--- src/deq_pkg.sv ---
package deq_pkg;

  localparam int WORD_W   = 32;
  localparam int ACTION_W = 3;
  localparam int STATUS_W = 2;

  typedef enum logic [ACTION_W-1:0] {
    ACT_PUSH_BACK  = 3'd0,
    ACT_PUSH_FRONT = 3'd1,
    ACT_POP_BACK   = 3'd2,
    ACT_POP_FRONT  = 3'd3,
    ACT_QUERY      = 3'd4
  } deq_action_t;

  typedef enum logic [STATUS_W-1:0] {
    ST_DONE       = 2'd0,
    ST_POP_EMPTY  = 2'd1,
    ST_PUSH_FULL  = 2'd2
  } deq_status_t;

  // per-cycle command broadcast to every cell
  typedef struct packed {
    logic front_in;
    logic front_out;
    logic back_in;
    logic back_out;
  } deq_ctrl_t;

endpackage

--- src/deq_cell.sv ---
module deq_cell import deq_pkg::*; #(
  parameter int KEEP_W = 32
) (
  input  logic              clk,
  input  logic              rst_n,
  input  deq_ctrl_t         ctrl,
  input  logic [KEEP_W-1:0] push_data,
  input  logic [KEEP_W-1:0] left_data,
  input  logic              left_valid,
  input  logic [KEEP_W-1:0] right_data,
  input  logic              right_valid,
  output logic [KEEP_W-1:0] data_r,
  output logic              valid_r
);

  logic [KEEP_W-1:0] data_nxt;
  logic              valid_nxt;

  always_comb begin
    data_nxt  = data_r;
    valid_nxt = valid_r;
    if (ctrl.front_in) begin
      data_nxt  = left_data;
      valid_nxt = left_valid;
    end else if (ctrl.front_out) begin
      data_nxt  = right_data;
      valid_nxt = right_valid;
    end else if (ctrl.back_in) begin
      // first free slot takes the word
      if (!valid_r && left_valid) begin
        data_nxt  = push_data;
        valid_nxt = 1'b1;
      end
    end else if (ctrl.back_out) begin
      if (valid_r && !right_valid) begin
        valid_nxt = 1'b0;
      end
    end
  end

  always_ff @(posedge clk) begin
    data_r <= data_nxt;
    if (!rst_n) begin
      valid_r <= 1'b0;
    end else begin
      valid_r <= valid_nxt;
    end
  end

endmodule

--- config.mk ---
export PLATFORM = sky130hd
export DESIGN_NAME = deq_cell
export DESIGN_NICKNAME = d
export VERILOG_FILES = /design/src/deq_pkg.sv /design/src/deq_cell.sv
export SDC_FILE = /design/constraint.sdc
export NUM_CORES = 1
export LEC_CHECK = 0
export BUFFER_PORTS_ARGS = -buffer_cell sky130_fd_sc_hd__buf_4
export CORE_ASPECT_RATIO = 2
export CORE_UTILIZATION = 39
export CTS_CLUSTER_DIAMETER = 50
export DETAILED_ROUTE_END_ITERATION = 10
export PLACE_DENSITY = 0.79
export SLEW_MARGIN = 40
export SYNTH_ARGS = -nofsm -noshare
export SYNTH_HDL_FRONTEND = slang
export SYNTH_SLANG_ARGS = --single-unit
--- constraint.sdc ---
create_clock -name clk -period 2.7 [get_ports clk]
set_clock_uncertainty 0.1 [all_clocks]
set_input_delay 0.81 -clock clk [delete_from_list [all_inputs] [get_ports clk]]
set_output_delay 0.81 -clock clk [all_outputs]
set_load 0.02 [all_outputs]
==> results.toml <==
[synth]
synthCells = 149
synth_compound_area_frac = 0.1001
syn_avg_cell_area_um2 = 11.75
seq_area_frac_synth = 0.5604
synth_xor_area_frac = 0
synth_area_leaders = "edfxtp_1 (55%), mux2i_1 (18%), o21ai_1 (8.3%)"
synth_top_family_by_area = "multiplexers"
synth_cell_types = 16
synth_top_area_cell = "edfxtp_1"
yosys.area.top_type_share = 0.5490
ys_ff_latch = 33
synthMuxAreaShare = 0.1830
yosys_warnings = 0
mappedNetlistNets = 253
syn_area_um2 = 1750
synth_fa_ha_area_frac = 0
yosys.area_share.simple = 0.09364

[power_and_ir_drop]
power_density_nw_per_um2 = 469.5
pwr-share-comb = 0.277
sw_frac_of_total = 0.2571
intPower_w = 0.0009923
ir_drop_v = 0.0004142
total_leakage_power_nw = 1.377
switchingPower_w = 0.0003435
clockPowerShare = 0.245
seqPwrFrac = 0.479

[setup_path]
crit_chain = "buf_4"
cp-end-kind = "primary output"
endpoint = "data_r[29]"
r2r_cells = 3
cp_slowest_stage_delay_ns = 0.39
worstSetupPathType = "reg2out"
rrSetupSlack_ns = 1.47
worstPathArrival_ns = 0.83
worst_setup_path_start_kind = "flip-flop"
timing.rr.end = "data_r[17]"
crit_start = "data_r[29]"
path_buf_inv = 1
crit_cells = 1
worstPathRequired_ns = 1.79
path_max_fanout = 1
r2r_start = "valid_r"
cpLargestDelayFamily = "flip-flops"
worst_path_max_delay_cell = "edfxtp_1"

[sta]
max_freq_mhz = 573.2
slew_headroom = 0.7503
period_minus_slack_ns = 1.745
grt_setup_unrepaired = "false"
finalSetupTns_ns = 0
setup_violations = 0
timing.final.crit_share = 0.6462
hold_viol_final = 0
worst_slew_pin_slew_ns = 0.3746
final-max-slew-violation-count = 0

[global_route]
grt_pass1_wl_um = 7596
antenna_found_initial = 0
grt_pass1_vias = 1734
grt_start_max_net_pins = 43
grt-ovfl-total = 0
grt_usage = 0.2118

[floorplan]
start_util = 0.4034
die_y_um = 96.75
die_area_um2 = 4776
core-area_um2 = 4339
ios = 137
rows = 34
die_w_um = 49.37

[route]
first_iter_violations = 21
wire_per_inst_um = 14.23
totalWireLength_um = 4809
antenna_left = 0
viasPerCell = 4.917
via_count = 1662
first_pass_iters = 4
drc = 0

[cts]
post_cts_buffers = 0
ctsHoldBuffers = 0
cts.sinks = 33
cts_tree = "done"
clock_latency_ns = 0.27
cts_htree_levels = 2
cts_root_buffer = "clkbuf_8"
cts_resized = 0
clockBufferDepth = 2
clk_pin_slew_ns = 0.06
cts_inserted_buffers = 5

[min_path]
min_path_type = "reg2reg"
hold_depth = 2

[cells_and_area]
final_cell_mix = "buf_4 (139), nand2_1 (33), mux2i_1 (32), edfxtp_1 (32), o21ai_1 (29)"
insertedDiodeCount = 0
syn2layout_area_growth_pct = 62.54
drive_above_1_share = 0.5141
final_common_cell = "buf_4"
fin_cells = 338
nNetsFinal = 389

[placed_design]
hpwl_um = 3851
dpl.cell_count = 332
port_buffers = 136
gp_congestion = 0.8650

[run]
max-cap-violations = 0

[outcome]
status = "finished clean"
-- per-stage QoR --
step / total power, W / hold WS (ns) / utilization / setup slack (ns) / instance area (um^2)
after CTS: 0.001354 / 0.4536 / 0.6557 / 0.9438 / 2845
final: 0.001336 / 0.4478 / 0.6557 / 0.9553 / 2845
after floorplan: 0.0008204 / 0.5021 / - / 0.4950 / 1750
after global placement: 0.001015 / 0.4493 / 0.6387 / 0.7399 / 2771
after global routing: 0.001398 / 0.5110 / 0.6557 / 0.9220 / 2845
after detailed placement: 0.001024 / 0.4360 / 0.6387 / 0.7012 / 2771
-- power by group through the flow --
stage	Combinational, W	Sequential, W	Clock (W)
floorplan	0.000103	0.000718	0
global placement	0.000368	0.000648	0
detailed placement	0.000374	0.000651	0
CTS	0.000375	0.000640	0.000340
global route	0.000396	0.000644	0.000358
finish	0.000370	0.000639	0.000327
-- Yosys cell counts --
library cell,n
nand4b_1,1
o21ai_1,29
nand3_1,1
buf_6,2
buf_2,4
nor2_1,1
o21ai_0,3
dfxtp_1,1
nor3b_1,2
nand3b_1,1
nand2_1,33
o211ai_1,2
edfxtp_1,32
mux2i_1,32
buf_12,3
clkbuf_1,2
-- layout make-up --
cell class	count	area, um^2
flip-flops and latches	33	980.9
repair buffers	140	1064
fillers	404	1494
multi-input cells	105	659.4
clock buffers	5	68.82
clock inverters	1	5.005
well taps	54	67.56
-- kinds of logic (layout without fill, tap and decap cells) --
group,after synthesis,count (layout)
AOI/OAI and AO/OA,34,34
buffers and inverters,11,146
DFF,33,33
muxes,32,32
and+or+nand+nor,39,39
-- routing by layer --
metal  share of wire  vias up  global-route usage
li1                -      813                   -
met1            0.31      750              0.1911
met2            0.59       81              0.4025
met3           0.055       18             0.04403
met4           0.049        0              0.1319
met5               0        -                   0
-- how the worst min path moves through the flow --
| stage | slack [ns] | from | to |
|---|---|---|---|
| detailed placement | 0.44 | valid_r | valid_r |
| floorplan | 0.50 | valid_r | valid_r |
| CTS | 0.45 | valid_r | valid_r |
| global route | 0.51 | valid_r | valid_r |
| finish | 0.45 | valid_r | valid_r |
| global placement | 0.45 | valid_r | valid_r |
-- registers in the layout, summed over array words and instances (netlist names) --
signal	count
data_r	32
valid_r	1
Power figures use the tool's default switching activity.
